### src/fets_pkg.sv
`timescale 1ns / 1ps

package fets_pkg;

    // field widths
    localparam int unsigned TimeW    = 32;
    localparam int unsigned SensW    = 24;
    localparam int unsigned CfgW     = 38;
    localparam int unsigned CfgIdxW  = 3;
    localparam int unsigned MaskW    = 8;
    localparam int unsigned PortW    = 8;
    localparam int unsigned ActW     = 3;
    localparam int unsigned TrigIdxW = 3;

    // default sizes
    localparam int unsigned DefTriggerCount = 8;
    localparam int unsigned DefPyroPorts    = 4;

    // thresholds
    localparam logic signed [SensW-1:0] SepVelLimit     = 24'sd1830;
    localparam logic signed [SensW-1:0] SepAccLimit     = 24'sd1000;
    localparam logic [TimeW-1:0]        TouchdownWaitMs = 32'd60000;
    localparam logic [TimeW-1:0]        SepDelayMs      = 32'd1500;

    typedef enum logic [1:0] {
        MODE_UPDATE    = 2'd0,
        MODE_APOGEE    = 2'd1,
        MODE_TOUCHDOWN = 2'd2,
        MODE_RESTORE   = 2'd3
    } t_mode;

    typedef enum logic [2:0] {
        EV_NEVER      = 3'd0,
        EV_LAUNCH     = 3'd1,
        EV_APOGEE     = 3'd2,
        EV_APOGEE_DLY = 3'd3,
        EV_ALTITUDE   = 3'd4,
        EV_TOUCHDOWN  = 3'd5,
        EV_SEP        = 3'd6,
        EV_SEP_DLY    = 3'd7
    } t_event;

    typedef enum logic [ActW-1:0] {
        ACT_PYRO     = 3'd0,
        ACT_OUT_ON   = 3'd1,
        ACT_OUT_OFF  = 3'd2,
        ACT_PWM      = 3'd3,
        ACT_LINE_CUT = 3'd4
    } t_action;

    typedef enum logic [2:0] {
        S_IDLE = 3'b001,
        S_SCAN = 3'b010,
        S_LAST = 3'b100
    } t_state;

    typedef struct packed {
        logic [TrigIdxW-1:0] idx;
        logic [ActW-1:0]     action;
        logic [PortW-1:0]    port;
        logic [MaskW-1:0]    mask;
    } t_result;

endpackage

### src/flight_event_trigger_sequencer.sv
`timescale 1ns / 1ps

// Deployment trigger sequencer. A mode 1, 2 or 3 word (apogee time, touchdown
// time, fired mask restore) is absorbed on the accept edge and gives no output. An
// update word latches the separation event on the accept edge, then checks one
// trigger per cycle, unless the output side stalls, through a single shared
// elapsed-time subtract and compare unit; the input side stays busy until the
// scan and the final held fire are done. Each fire yields one output word;
// the last fire of an update carries o_last. Fires are held one word back so
// that o_last is known; an output register decouples the consumer.
module flight_event_trigger_sequencer
    import fets_pkg::*;
#(
    parameter int unsigned TRIGGER_COUNT = DefTriggerCount,
    parameter int unsigned PYRO_PORTS    = DefPyroPorts
) (
    input  logic                    i_clk,
    input  logic                    i_rst_n,
    // configuration
    input  logic                    i_cfg_we,
    input  logic [CfgIdxW-1:0]      i_cfg_idx,
    input  logic [CfgW-1:0]         i_cfg_data,
    // input channel
    input  logic                    i_in_valid,
    output logic                    o_in_ready,
    input  logic [1:0]              i_mode,
    input  logic [TimeW-1:0]        i_time_ms,
    input  logic                    i_launched,
    input  logic                    i_past_apogee,
    input  logic                    i_landed,
    input  logic signed [SensW-1:0] i_vel_z_cms,
    input  logic signed [SensW-1:0] i_acc_z_cms2,
    input  logic signed [SensW-1:0] i_altitude_dm,
    input  logic [MaskW-1:0]        i_restore_mask,
    // output channel
    output logic                    o_out_valid,
    input  logic                    i_out_ready,
    output logic [TrigIdxW-1:0]     o_trigger_index,
    output logic [ActW-1:0]         o_action,
    output logic [PortW-1:0]        o_port,
    output logic [MaskW-1:0]        o_fired_mask,
    output logic                    o_last
);

    localparam int unsigned IdxW = (TRIGGER_COUNT > 1) ? $clog2(TRIGGER_COUNT) : 1;
    localparam logic [IdxW-1:0] LastIdx = IdxW'(TRIGGER_COUNT - 1);

    // state
    t_state                   r_state, n_state;
    logic [IdxW-1:0]          r_idx;
    logic [CfgW-1:0]          r_trig [TRIGGER_COUNT];
    logic [TRIGGER_COUNT-1:0] r_fired;
    logic [TimeW-1:0]         r_apo_time, r_td_time, r_sep_time;
    logic                     r_sep_seen;
    // latched update word
    logic [TimeW-1:0]         r_now;
    logic                     r_launched, r_apogee, r_landed;
    logic signed [SensW-1:0]  r_alt;
    // held-back fire and output register
    logic                     r_pend_valid;
    t_result                  r_pend;
    logic                     r_out_valid;
    t_result                  r_out;
    logic                     r_out_last;

    logic accept;
    logic out_free;
    assign accept   = i_in_valid && o_in_ready;
    assign out_free = !r_out_valid || i_out_ready;

    // current trigger fields
    logic [CfgW-1:0]   word;
    logic [2:0]        ev_code;
    logic [ActW-1:0]   act;
    logic [PortW-1:0]  port;
    logic [SensW-1:0]  val;
    assign word    = r_trig[r_idx];
    assign ev_code = word[2:0];
    assign act     = word[5:3];
    assign port    = word[13:6];
    assign val     = word[37:14];

    // shared elapsed-time unit: base and limit chosen by event
    logic [TimeW-1:0] delay_ms;
    logic [TimeW-1:0] base_time, limit_ms, elapsed;
    logic             elapsed_over;
    assign delay_ms = {2'b00, val, 6'b0} + {3'b000, val, 5'b0} + {6'b0, val, 2'b0};

    always_comb begin
        case (t_event'(ev_code))
            EV_APOGEE_DLY: begin
                base_time = r_apo_time;
                limit_ms  = delay_ms;
            end
            EV_TOUCHDOWN: begin
                base_time = r_td_time;
                limit_ms  = TouchdownWaitMs;
            end
            default: begin
                base_time = r_sep_time;
                limit_ms  = SepDelayMs;
            end
        endcase
    end
    assign elapsed      = r_now - base_time;
    assign elapsed_over = elapsed > limit_ms;

    // altitude below value, signed against unsigned
    logic alt_below;
    assign alt_below = $signed({r_alt[SensW-1], r_alt}) < $signed({1'b0, val});

    // event check
    logic hit;
    always_comb begin
        case (t_event'(ev_code))
            EV_NEVER:      hit = 1'b0;
            EV_LAUNCH:     hit = r_launched;
            EV_APOGEE:     hit = r_apogee;
            EV_APOGEE_DLY: hit = r_apogee && elapsed_over;
            EV_ALTITUDE:   hit = r_apogee && alt_below;
            EV_TOUCHDOWN:  hit = r_landed && elapsed_over;
            EV_SEP:        hit = r_sep_seen;
            EV_SEP_DLY:    hit = r_sep_seen && elapsed_over;
            default:       hit = 1'b0;
        endcase
    end

    // action and port gating
    logic act_ok, fire, stall;
    always_comb begin
        case (t_action'(act))
            ACT_LINE_CUT:                         act_ok = 1'b1;
            ACT_PYRO, ACT_OUT_ON, ACT_OUT_OFF,
            ACT_PWM:                              act_ok = port < PortW'(PYRO_PORTS);
            default:                              act_ok = 1'b0;
        endcase
    end
    assign fire  = (r_state == S_SCAN) && !r_fired[r_idx] && hit && act_ok;
    assign stall = fire && r_pend_valid && !out_free;

    logic [TRIGGER_COUNT-1:0] fired_after;
    always_comb begin
        fired_after = r_fired;
        fired_after[r_idx] = 1'b1;
    end

    // separation latch condition
    logic sep_now;
    assign sep_now = !r_sep_seen && i_launched && (i_vel_z_cms < SepVelLimit)
                     && (i_acc_z_cms2 < SepAccLimit);

    // sequencer
    always_comb begin
        n_state = r_state;
        case (r_state)
            S_IDLE: if (accept && t_mode'(i_mode) == MODE_UPDATE) n_state = S_SCAN;
            S_SCAN: if (!stall && r_idx == LastIdx) n_state = S_LAST;
            S_LAST: if (!r_pend_valid || out_free) n_state = S_IDLE;
            default: n_state = S_IDLE;
        endcase
    end

    always_ff @(posedge i_clk) begin
        if (!i_rst_n) begin
            r_state <= S_IDLE;
        end else begin
            r_state <= n_state;
        end
    end

    // scan counter
    always_ff @(posedge i_clk) begin
        if (!i_rst_n) begin
            r_idx <= '0;
        end else if (accept) begin
            r_idx <= '0;
        end else if (r_state == S_SCAN && !stall && r_idx != LastIdx) begin
            r_idx <= r_idx + 1'b1;
        end
    end

    // trigger configuration
    always_ff @(posedge i_clk) begin
        if (!i_rst_n) begin
            for (int k = 0; k < TRIGGER_COUNT; k++) r_trig[k] <= '0;
        end else if (i_cfg_we && ({1'b0, i_cfg_idx} < (CfgIdxW + 1)'(TRIGGER_COUNT))) begin
            r_trig[i_cfg_idx[IdxW-1:0]] <= i_cfg_data;
        end
    end

    // timestamps, separation latch, fired mask
    always_ff @(posedge i_clk) begin
        if (!i_rst_n) begin
            r_apo_time <= '0;
            r_td_time  <= '0;
            r_sep_time <= '0;
            r_sep_seen <= 1'b0;
            r_fired    <= '0;
        end else if (accept) begin
            case (t_mode'(i_mode))
                MODE_APOGEE:    r_apo_time <= i_time_ms;
                MODE_TOUCHDOWN: r_td_time  <= i_time_ms;
                MODE_RESTORE:   r_fired    <= i_restore_mask[TRIGGER_COUNT-1:0];
                MODE_UPDATE: begin
                    if (sep_now) begin
                        r_sep_seen <= 1'b1;
                        r_sep_time <= i_time_ms;
                    end
                end
                default: ;
            endcase
        end else if (fire && !stall) begin
            r_fired <= fired_after;
        end
    end

    // latched update word
    always_ff @(posedge i_clk) begin
        if (accept) begin
            r_now      <= i_time_ms;
            r_launched <= i_launched;
            r_apogee   <= i_past_apogee;
            r_landed   <= i_landed;
            r_alt      <= i_altitude_dm;
        end
    end

    // held-back fire and output register
    always_ff @(posedge i_clk) begin
        if (!i_rst_n) begin
            r_pend_valid <= 1'b0;
            r_out_valid  <= 1'b0;
        end else begin
            if (fire && !stall) begin
                if (r_pend_valid) begin
                    r_out_valid <= 1'b1;
                    r_out       <= r_pend;
                    r_out_last  <= 1'b0;
                end else if (r_out_valid && i_out_ready) begin
                    r_out_valid <= 1'b0;
                end
                r_pend_valid <= 1'b1;
                r_pend.idx    <= TrigIdxW'(r_idx);
                r_pend.action <= act;
                r_pend.port   <= port;
                r_pend.mask   <= MaskW'(fired_after);
            end else if (r_state == S_LAST && r_pend_valid && out_free) begin
                r_out_valid  <= 1'b1;
                r_out        <= r_pend;
                r_out_last   <= 1'b1;
                r_pend_valid <= 1'b0;
            end else if (r_out_valid && i_out_ready) begin
                r_out_valid <= 1'b0;
            end
        end
    end

    assign o_in_ready      = (r_state == S_IDLE);
    assign o_out_valid     = r_out_valid;
    assign o_trigger_index = r_out.idx;
    assign o_action        = r_out.action;
    assign o_port          = r_out.port;
    assign o_fired_mask    = r_out.mask;
    assign o_last          = r_out_last;

    // checks
    a_pend_only_busy: assert property (@(posedge i_clk) disable iff (!i_rst_n)
        r_pend_valid |-> r_state != S_IDLE)
        else $error("held fire while idle");

    a_mask_has_own_bit: assert property (@(posedge i_clk) disable iff (!i_rst_n)
        o_out_valid |-> o_fired_mask[o_trigger_index])
        else $error("output mask misses the firing trigger");

    a_non_update_idle: assert property (@(posedge i_clk) disable iff (!i_rst_n)
        (accept && t_mode'(i_mode) != MODE_UPDATE) |=> r_state == S_IDLE)
        else $error("non-update word started a scan");

    a_sep_sticky: assert property (@(posedge i_clk) disable iff (!i_rst_n)
        r_sep_seen |=> r_sep_seen)
        else $error("separation latch cleared");

endmodule

### config.mk
export PLATFORM = sky130hd
export DESIGN_NAME = flight_event_trigger_sequencer
export DESIGN_NICKNAME = d
export VERILOG_FILES = /design/src/fets_pkg.sv /design/src/flight_event_trigger_sequencer.sv
export SDC_FILE = /design/constraint.sdc
export NUM_CORES = 1
export LEC_CHECK = 0
export CORE_MARGIN = 5
export CORE_UTILIZATION = 61
export DETAILED_ROUTE_END_ITERATION = 8
export DONT_BUFFER_PORTS = 1
export GPL_TIMING_DRIVEN = 0
export PLACE_DENSITY_LB_ADDON = 0.1
export SKIP_LAST_GASP = 1
export SLEW_MARGIN = 10
export SYNTH_ARGS = -nofsm -noshare
export SYNTH_HDL_FRONTEND = slang
export SYNTH_SLANG_ARGS = --single-unit
### constraint.sdc
create_clock -name i_clk -period 19.9 [get_ports i_clk]
set_clock_uncertainty 0.05 [all_clocks]
set_input_delay 1.99 -clock i_clk [delete_from_list [all_inputs] [get_ports i_clk]]
set_output_delay 1.99 -clock i_clk [all_outputs]
set_load 0.005 [all_outputs]
==> key figures, run 1 <==
Setup path
  – WS Path Type: flip-flop to flip-flop
  – Max incr delay on CP: 0.80 ns
  – WP data required: 20.08 ns
  – CP startpoint kind: flip-flop
  – Endpoint class of the critical path: flip-flop
  – CP max-delay cell: buf_1
  – WP data arrival: 10.84 ns
  – CP most frequent cell: nand2_1
  – Critical Path Fanout Max: 23

Power and ir drop
  – PD cells: 86.05 nW/µm²
  – Worst vdd ir: 0.00007696 V
  – Power, Total: 2.493 mW
  – P_leak: 10.52 nW

Detailed routing
  – Routed len/inst: 23.18 µm
  – Initial DRT Pass Iterations: 5
  – Remaining antenna violation count after routing: 0
  – Vias: 17006
  – DRT Wirelength: 64.89 mm
  – DR iter-0 viols: 1612
  – DRC errors left: 0
  – Via density: 6.074

STA
  – Slew margin rel.: 27.31%
  – Max Clock Freq: 0.09380 GHz
  – Final Max Slew Viols: 0
  – Setup TNS: 0 ns
  – Unrepaired setup endpoints after global routing: no
  – Min Tclk post-route: 10.66 ns
  – Setup-failing EPs final: 0
  – Fin crit share: 53.57%
  – Post-route setup slack: 9.239 ns
  – Worst Tran Pin Value: 1.090 ns
  – Final Hold Fails: 0

Clock tree
  – # hold bufs at CTS: 0
  – Clock root cell: clkbuf_16
  – Inserted Clock Buffers: 53
  – Clock-pin slew on the worst setup and hold paths: 0.06 ns
  – Setup bufs post-CTS: 0
  – Clock latency at the later pin of the worst-skew pair: 0.61 ns
  – CTS tree: built
  – Bufs on Longest Clock Path: 3
  – PostCTS Resize Cnt: 0
  – Clk sinks: 524
  – H-tree levels: 2

Logic synthesis
  – Post-synth ARST share: 0%
  – Cells after Synth: 2137
  – Syn_area_per_cell: 12.27 µm²
  – Most instantiated cells after synthesis: 408 x edfxtp_1, 327 x and2_1, 262 x nand2_1, 147 x a21oi_1, 116 x dfxtp_1
  – Top_reg_cell synth: edfxtp_1
  – Syn nets: 2434
  – Most numerous cell in the Yosys netlist: edfxtp_1
  – EDFF count, synth: 408
  – Synth warn: 0
  – Register area share after synthesis: 55.60%
  – Synth cell types: 73
  – Area of the mapped netlist: 26210 µm²
  – Flops & latches, synth: 524
  – Synth area leaders: edfxtp_1 47%, dfxtp_1 8.9%, and2_1 7.8%, mux4_2 6.5%, ha_1 5.3%
  – Post-synth top area share: 46.74%
  – Synth area leader: edfxtp_1

Place
  – Placed Cells: 2697
  – Setup WS pre-CTS: 9.024 ns
  – DP HPWL: 46.47 mm
  – IO buf count: 0
  – GP Congestion: 0.9194

Floorplanning
  – Initial Util: 61.26%
  – Core Footprint: 42790 µm²
  – Die width: 217.3 µm
  – Die Ht: 217.3 µm
  – IO Pins: 188
  – FP Rows: 76
  – Die area: 47220 µm²

Cells and area
  – Layout net count: 2503
  – Non-filler instance count after layout: 2800
  – Share of cells above drive strength 1: 9.560%
  – Syn-to-layout area delta: 10.53%

GRT
  – First-pass GRT wire length: 100.1 mm
  – Total Routing Usage GR: 27.58%
  – Vias in the first global route: 17326
  – Pin count of the biggest net entering global routing: 52
  – Initial antenna violation count: 8
  – Remaining Overflow, GRT: 0

Flow run
  – Max-Cap Viols: 0

Hold path
  – Min-delay worst type: flip-flop to flip-flop

Outcome
  – Outcome: complete, no violations
==> stage by stage <==
stage	instance area [µm²]	hold WS, ns	utilization (%)
after floorplan	26210	0.3503	-
after global placement	26900	0.3543	62.86
after global routing	28960	0.3712	67.68
after detailed placement	27320	0.3545	63.85
after CTS	28960	0.3685	67.68
final	28980	0.3658	67.71
==> metal layers <==
metal / up-vias / track usage (%) / share of wire (%)
met2: 555 / 48.46 / 51
li1: 7933 / - / -
met3: 113 / 4.924 / 7.4
met4: 4 / 9.058 / 3.0
met5: - / 0 / 0.032
met1: 8401 / 34.98 / 38
==> worst paths after layout <==
| kind | startpoint | to | slack [ns] | depth (start not counted) |
|---|---|---|---|---|
| min reg2reg | r_pend[0] | o_fired_mask[0] | 0.37 | 0 |
| max reg2reg | flip-flop | o_fired_mask[6] | 9.24 | 30 |
| min | r_pend[0] | o_fired_mask[0] | 0.37 | 0 |
| max | flip-flop | o_fired_mask[6] | 9.24 | 30 |
==> logic make-up after synthesis <==
logic type | Yosys count | share of synthesized area [%]
buf+inv | 149 | 2.243
simple gates | 784 | 15.83
flops | 524 | 55.60
fa+ha+maj | 134 | 7.026
compound gates | 381 | 9.580
mux | 118 | 8.157
xor+xnor | 47 | 1.570
==> layout make-up <==
| class | instances | area [µm²] |
|---|---|---|
| antenna | 5 | 12.51 |
| buffer | 108 | 437.9 |
| clock buffer | 75 | 1471 |
| clock inverter | 23 | 170.2 |
| fill | 3162 | 13820 |
| inverter | 41 | 153.9 |
| multi-input combinational | 1464 | 11120 |
| sequential | 524 | 14570 |
| tap | 546 | 683.2 |
| timing repair buffer | 14 | 347.8 |
==> registers in the layout, summed over array words and instances (netlist names), 3 cells and up, named ones only <==
| signal | cells |
|---|---|
| r_now | 32 |
| r_state | 3 |
| o_action | 3 |
| r_alt | 24 |
| r_fired | 8 |
| r_idx | 3 |
| o_trigger_index | 3 |
| r_trig | 304 |
| r_td_time | 32 |
| o_port | 8 |
| o_fired_mask | 8 |
| r_sep_time | 32 |
| r_pend | 22 |
| r_apo_time | 32 |
==> cell usage in the layout, fill, tap and decap left out, drive strengths merged, types with 34 or more instances in the layout <==
cell,count
a21o,34
edfxtp,408
a21oi,148
nand2,262
clkbuf,165
inv,43
nor2,50
o21ai,47
dfxtp,116
nor2b,44
ha,112
and2,327
mux4,76
mux2i,37
==> critical path, delay by kind of cell, from the launching register on <==
kind / cells / cell delay, ns
compound gates: 10 / 3.49
xor+xnor: 1 / 0.14
fa+ha+maj: 4 / 1.45
buf+inv: 6 / 2.35
flops: 1 / 0.32
mux: 1 / 0.62
simple gates: 8 / 1.81
==> report_power, final <==
part,total (mW),internal [mW],switching [mW]
logic,0.299,0.125,0.174
registers,1.25,1.23,0.0163
clock network,0.946,0.529,0.417
total,2.49,1.89,0.607
(Power assumes the default switching activity.)
==> run 2: changes to the inputs <==
--- a/config.mk
+++ b/config.mk
@@ -6,7 +6,7 @@
 export NUM_CORES = 1
 export LEC_CHECK = 0
 export CORE_MARGIN = 5
-export CORE_UTILIZATION = 61
+export CORE_UTILIZATION = 58
 export DETAILED_ROUTE_END_ITERATION = 8
 export DONT_BUFFER_PORTS = 1
 export GPL_TIMING_DRIVEN = 0
==> constraint.sdc (replaced) <==
create_clock -name i_clk -period 9.3 [get_ports i_clk]
set_clock_uncertainty 0.05 [all_clocks]
set_input_delay 0.93 -clock i_clk [delete_from_list [all_inputs] [get_ports i_clk]]
set_output_delay 0.93 -clock i_clk [all_outputs]
set_load 0.005 [all_outputs]
==> run 2 against run 1 <==
Net effect: global-route usage fell by 1.2 points; sequential cell count did not move; design area rose by 1.4%; count of clock-buffer cells in the layout fell by 9; sequential power rose by 110%; combinational power rose by 120%; register-to-register slack got worse by 8.7 ns; utilization fell by 1.7 points.
==> key figures, run 2 (synthesis results as in run 1) <==
Clock tree
  – Clock latency at the later pin of the worst-skew pair: 0.61 ns (about the same)
  – Bufs on Longest Clock Path: 3 (unchanged)
  – # hold bufs at CTS: 0 (unchanged)
  – CTS tree: built
  – Inserted Clock Buffers: 53 (unchanged)
  – Clk sinks: 524 (unchanged)
  – H-tree levels: 2 (unchanged)
  – Clock root cell: clkbuf_16
  – Clock-pin slew on the worst setup and hold paths: 0.06 ns (about the same)

Power and ir drop
  – PD cells: 189.1 nW/µm² (+120%)
  – P_leak: 10.72 nW (+1.9%)
  – Sequential power share: 48.1% (-1.9 points)
  – Net switching power: 1.321 mW (+120%)
  – Worst vdd ir: 0.0001885 V (+140%)
  – Net Sw Frac: 23.79% (-0.57 points)
  – Total internal power: 4.234 mW (+120%)
  – Clk pwr share: 40.2% (+2.2 points)
  – Power, Total: 5.555 mW (+120%)
  – Logic pwr share: 11.7% (-0.3 points)

STA
  – Final Hold Fails: 0 (unchanged)
  – Slew margin rel.: 27.51% (+0.20 points)
  – Setup-failing EPs final: 0 (unchanged)
  – Fin crit share: 94.63% (+41 points)
  – Post-route setup slack: 0.4993 ns (-8.740 ns)
  – Final Max Slew Viols: 0 (unchanged)
  – Min Tclk post-route: 8.801 ns (-1.860 ns)
  – Worst Tran Pin Value: 1.087 ns (-0.003024 ns)
  – Unrepaired setup endpoints after global routing: no
  – Max Clock Freq: 0.1136 GHz (+21%)
  – Setup TNS: 0 ns (unchanged)

Place
  – GP Congestion: 0.8800 (-4.3%)
  – Setup WS pre-CTS: -1.439 ns (-10.46 ns)
  – Placed cell area: 27440 µm² (+0.45%)
  – DP HPWL: 47.28 mm (+1.7%)
  – IO buf count: 0 (unchanged)

Setup path
  – Max incr delay on CP: 0.79 ns (about the same)
  – Critical Path Fanout Max: 23 (unchanged)
  – Endpoint class of the critical path: flip-flop
  – WS Path Type: flip-flop to flip-flop
  – WP data arrival: 9.05 ns (-1.79 ns)
  – Critical path buffers and inverters: 6 (unchanged)
  – CP max-delay cell: clkdlybuf4s15_1
  – CP startpoint kind: flip-flop
  – CP top delay family: compound AO/OA/AOI/OAI gates
  – WP data required: 9.55 ns (-10.53 ns)

Detailed routing
  – Routed len/inst: 22.99 µm (-0.82%)
  – Via density: 5.975 (-1.6%)
  – Initial DRT Pass Iterations: 6 (+1)
  – DR iter-0 viols: 1464 (-9.2%)
  – DRT Wirelength: 65.53 mm (+0.98%)
  – Remaining antenna violation count after routing: 0 (unchanged)
  – DRC errors left: 0 (unchanged)
  – Vias: 17035 (+0.17%)

Cells and area
  – Final design utilization: 66.00% (-1.7 points)
  – Commonest non-fill, non-tap cell in the layout: edfxtp_1
  – Layout net count: 2508 (+0.20%)
  – Share of cells above drive strength 1: 10.82% (+1.3 points)
  – Max FFs per register: 304 (unchanged)
  – Most frequent cells in the layout: 408 x edfxtp_1, 327 x and2_1, 262 x nand2_1
  – Post-route cell area: 29380 µm² (+1.4%)
  – Syn-to-layout area delta: 12.07%
  – Fillers: 3364 (+6.4%)
  – Biggest register: r_trig

Hold path
  – Min-delay worst type: flip-flop to flip-flop
  – Hold_sp: r_pend[3]

Flow run
  – Max-Cap Viols: 0 (unchanged)

GRT
  – Pin count of the biggest net entering global routing: 46 (-12%)
  – Remaining Overflow, GRT: 0 (unchanged)
  – Total Routing Usage GR: 26.36% (-1.2 points)
  – Vias in the first global route: 17675 (+2.0%)
  – First-pass GRT wire length: 102.3 mm (+2.2%)
  – Initial antenna violation count: 4 (-4)

Floorplanning
  – Die Ht: 222.6 µm (+2.4%)
  – IO Pins: 188 (unchanged)
  – Die area: 49550 µm² (+4.9%)
  – Die width: 222.6 µm (+2.4%)
  – Initial Util: 58.89% (-2.4 points)
  – Core Footprint: 44510 µm² (+4.0%)
  – FP Rows: 77 (+1.3%)

Outcome
  – Outcome: complete, no violations
-- run 2: changes by cell type in the layout (fill, tap and decap cells not counted), sizes merged, moves of 2 or more --
cell / delta
bufinv: +8
diode: -2
buf: +2
clkinv: +3
clkbuf: -7
-- run 2: timing repair --
item	CTS	global route
buffers inserted	0	5
gates resized for setup	23	23
endpoints found under the hold margin	0	0
setup endpoints to repair	64	52
pin swaps	0	2
-- run 2: worst register-to-register path, delay by kind of cell (launching register included) --
kind | cells | cell delay [ns]
adders and majority gates | 3 | 1.26
muxes | 1 | 0.64
and+or+nand+nor | 7 | 1.67
DFF | 1 | 0.34
AOI/OAI and AO/OA | 13 | 2.84
buffers and inverters | 6 | 1.70
-- run 2: per-stage QoR --
stage,std cells,hold WS [ns]
3_3_place_gp,2729,0.3550
5_1_grt,2849,0.3459
2_1_floorplan,2137,0.3503
6_report,2851,0.3652
4_1_cts,2843,0.3438
3_5_place_dp,2744,0.3554
-- run 2: path summary, 6_finish.rpt --
kind	to	slack [ns]	cells after the start
hold / removal	o_fired_mask[3]	0.37	0
setup / recovery	o_trigger_index[0]	0.50	30
setup reg to reg	o_trigger_index[0]	0.50	30
hold reg to reg	o_fired_mask[3]	0.37	0
-- run 2: layout make-up --
class / instances / area, µm² / area share (%)
antenna: 3 / 7.507 / 0.02555
multi-input combinational: 1464 / 11160 / 37.99
timing repair buffer: 20 / 450.4 / 1.533
inverter: 41 / 153.9 / 0.5239
buffer: 107 / 473.0 / 1.610
clock inverter: 34 / 412.9 / 1.405
clock buffer: 66 / 1406 / 4.787
sequential: 524 / 14570 / 49.61
tap: 592 / 740.7 / 2.521
-- run 2: power groups by stage --
stage          clock network, mW  logic (mW)  registers (mW)
2_1_floorplan                  0       0.462            2.71
3_3_place_gp                   0       0.596            2.73
3_5_place_dp                   0       0.639            2.72
4_1_cts                     2.26       0.645            2.67
5_1_grt                     2.36       0.724            2.68
6_report                    2.24       0.648            2.67
-- run 2: metal layers --
| layer | wire, µm | GRT usage (%) |
|---|---|---|
| met5 | 18 | 0 |
| met4 | 1878 | 7.846 |
| met2 | 32860 | 45.32 |
| met3 | 4189 | 4.593 |
| met1 | 26590 | 34.65 |
==> run 3: changes to the inputs <==
--- a/config.mk
+++ b/config.mk
@@ -6,11 +6,13 @@
 export NUM_CORES = 1
 export LEC_CHECK = 0
 export CORE_MARGIN = 5
-export CORE_UTILIZATION = 58
+export CORE_UTILIZATION = 55
 export DETAILED_ROUTE_END_ITERATION = 8
 export DONT_BUFFER_PORTS = 1
 export GPL_TIMING_DRIVEN = 0
+export MAX_ROUTING_LAYER = met4
 export PLACE_DENSITY_LB_ADDON = 0.1
+export SKIP_CTS_REPAIR_TIMING = 1
 export SKIP_LAST_GASP = 1
 export SLEW_MARGIN = 10
 export SYNTH_ARGS = -nofsm -noshare
==> run 3 against run 2 <==
Net effect: first-iteration DRC count grew 3.8%; critical path depth is the same; maximum frequency shrank 0.25%; total power shrank 1.1%; largest power group unchanged.
==> key figures, run 3 (synthesis results as in run 1) <==
STA
  – Slew margin rel.: 22.08% (-5.4 points)
  – Min Tclk post-route: 8.823 ns (+0.02203 ns)
  – Fin crit share: 94.87% (+0.24 points)
  – Post-route setup slack: 0.4773 ns (-0.02203 ns)
  – Final Max Slew Viols: 0 (unchanged)
  – Setup-failing EPs final: 0 (unchanged)
  – Worst Tran Pin Value: 1.169 ns (+0.08142 ns)
  – Max Clock Freq: 0.1133 GHz (-0.25%)
  – Final Hold Fails: 0 (unchanged)
  – Unrepaired setup endpoints after global routing: no

GRT
  – Initial antenna violation count: 10 (+6)
  – Remaining Overflow, GRT: 0 (unchanged)
  – First-pass GRT wire length: 102.2 mm (-0.15%)
  – Vias in the first global route: 17377 (-1.7%)
  – Pin count of the biggest net entering global routing: 52 (+13%)
  – Total Routing Usage GR: 26.05% (-0.31 points)

Cells and area
  – Max FFs per register: 304 (unchanged)
  – Most frequent cells in the layout: 408 x edfxtp_1, 327 x and2_1, 262 x nand2_1
  – Post-route cell area: 29330 µm² (-0.16%)
  – Syn-to-layout area delta: 11.89%
  – Layout net count: 2508 (unchanged)
  – Biggest register: r_trig
  – Non-filler instance count after layout: 2878 (+0.95%)
  – Commonest non-fill, non-tap cell in the layout: edfxtp_1
  – Share of cells above drive strength 1: 10.59% (-0.22 points)

Detailed routing
  – Via density: 5.852 (-2.1%)
  – DRT Wirelength: 66.55 mm (+1.6%)
  – Initial DRT Pass Iterations: 5 (-1)
  – DRC errors left: 0 (unchanged)
  – DR iter-0 viols: 1520 (+3.8%)
  – Vias: 16841 (-1.1%)
  – Remaining antenna violation count after routing: 0 (unchanged)
  – Routed len/inst: 23.12 µm (+0.60%)

Setup path
  – Critical Path Fanout Max: 22 (-4.3%)
  – WP data required: 9.49 ns (-0.06 ns)
  – WS Path Type: flip-flop to flip-flop
  – Worst reg-to-reg path cell count: 30 (unchanged)
  – Endpoint class of the critical path: flip-flop
  – CP max-delay cell: and3_2
  – Worst reg-to-reg setup slack: 0.48 ns (-0.02 ns)
  – Reg2reg end: r_pend[21]
  – CP startpoint kind: flip-flop
  – Max incr delay on CP: 0.61 ns (-0.18 ns)
  – WP data arrival: 9.02 ns (-0.03 ns)

Hold path
  – Worst Hold Endpoint: r_alt[7]
  – Hold_sp: i_altitude_dm[7]
  – Min-delay worst type: input port to flip-flop
  – Hold depth: 0 (unchanged)

Power and ir drop
  – Power, Total: 5.494 mW (-1.1%)
  – PD cells: 187.3 nW/µm² (-0.93%)
  – P_leak: 10.70 nW (-0.24%)
  – Worst vdd ir: 0.0001549 V (-18%)

Clock tree
  – Bufs on Longest Clock Path: 3 (unchanged)
  – Inserted Clock Buffers: 54 (+1.9%)
  – H-tree levels: 2 (unchanged)
  – Clock root cell: clkbuf_16
  – CTS tree: built
  – Clock-pin slew on the worst setup and hold paths: 0.06 ns (about the same)
  – Clk sinks: 524 (unchanged)
  – Clock latency at the later pin of the worst-skew pair: 0.64 ns (+0.03 ns)

Floorplanning
  – Initial Util: 55.25% (-3.6 points)
  – IO Pins: 188 (unchanged)
  – Core Footprint: 47450 µm² (+6.6%)
  – Die area: 52130 µm² (+5.2%)
  – Die Ht: 228.3 µm (+2.6%)
  – Die width: 228.3 µm (+2.6%)
  – FP Rows: 80 (+3.9%)

Place
  – Placed Cells: 2767 (+0.84%)
  – Setup WS pre-CTS: -1.539 ns (-0.1002 ns)
  – Placed cell area: 27440 µm² (about the same)
  – GP Congestion: 0.9012 (+2.4%)
  – IO buf count: 0 (unchanged)
  – DP HPWL: 47.69 mm (+0.88%)

Outcome
  – Outcome: complete, no violations

Flow run
  – Max-Cap Viols: 0 (unchanged)
[run 3: changes by cell type in the layout (fill, tap and decap cells not counted), sizes merged]
cell and delta:
buf -5, bufinv -3, clkbuf +2, clkdlybuf4s15 -1, clkinv +7, clkinvlp -1
diode +4, o211a +1
[run 3: how the worst max path moves through the flow]
stage | to | slack (ns) | depth (start not counted) | startpoint
after global routing | o_fired_mask[2] | 0.07 | 32 | flip-flop
after global placement | o_fired_mask[4] | -1.37 | 30 | flip-flop
final | r_pend[21] | 0.48 | 30 | flip-flop
after floorplan | o_action[0] | 1.00 | 32 | flip-flop
after detailed placement | o_port[4] | -1.54 | 30 | flip-flop
after CTS | o_fired_mask[2] | -1.56 | 30 | flip-flop
[run 3: per-stage QoR]
stage / hold WS [ns] / util (%) / setup TNS (ns)
finish: 0.3331 / 61.82 / 0
global route: 0.3073 / 61.81 / 0
CTS: 0.3019 / 61.58 / -74.01
detailed placement: 0.3545 / 57.83 / -73.31
global placement: 0.3532 / 56.87 / -62.06
floorplan: 0.3503 / - / 0
[run 3: per-layer routing]
metal  global-route usage, %  share of wire, %  up-vias
met5                       -                 0        -
li1                        -                 -     7947
met2                   43.94                50      467
met3                   5.379               7.0      105
met1                   32.17                40     8322
met4                   7.601               2.5        0
[run 3: report_power, final]
part           internal (mW)  switching [mW]  total [mW]
sequential              2.64          0.0346        2.67
combinational          0.271           0.375       0.646
clock                   1.25           0.932        2.18
[run 3: final cells by class]
class,instances,area (µm²)
flip-flops and latches,524,14570
plain buffers,108,460.4
well taps,615,769.5
inverters,41,153.9
diodes,7,17.52
clock inverters,37,379.1
multi-input cells,1465,11180
repair buffers,17,392.9
clock buffers,64,1399
fillers,3738,18110
[run 3: worst max-delay path: cells and delay by family (launching register included)]
family	cells	cell delay [ns]
AOI/OAI and AO/OA	12	3.11
and+or+nand+nor	8	1.92
buffers and inverters	4	0.93
adders and majority gates	3	0.89
muxes	2	0.88
DFF	1	0.47
xor gates and xnor gates	1	0.17
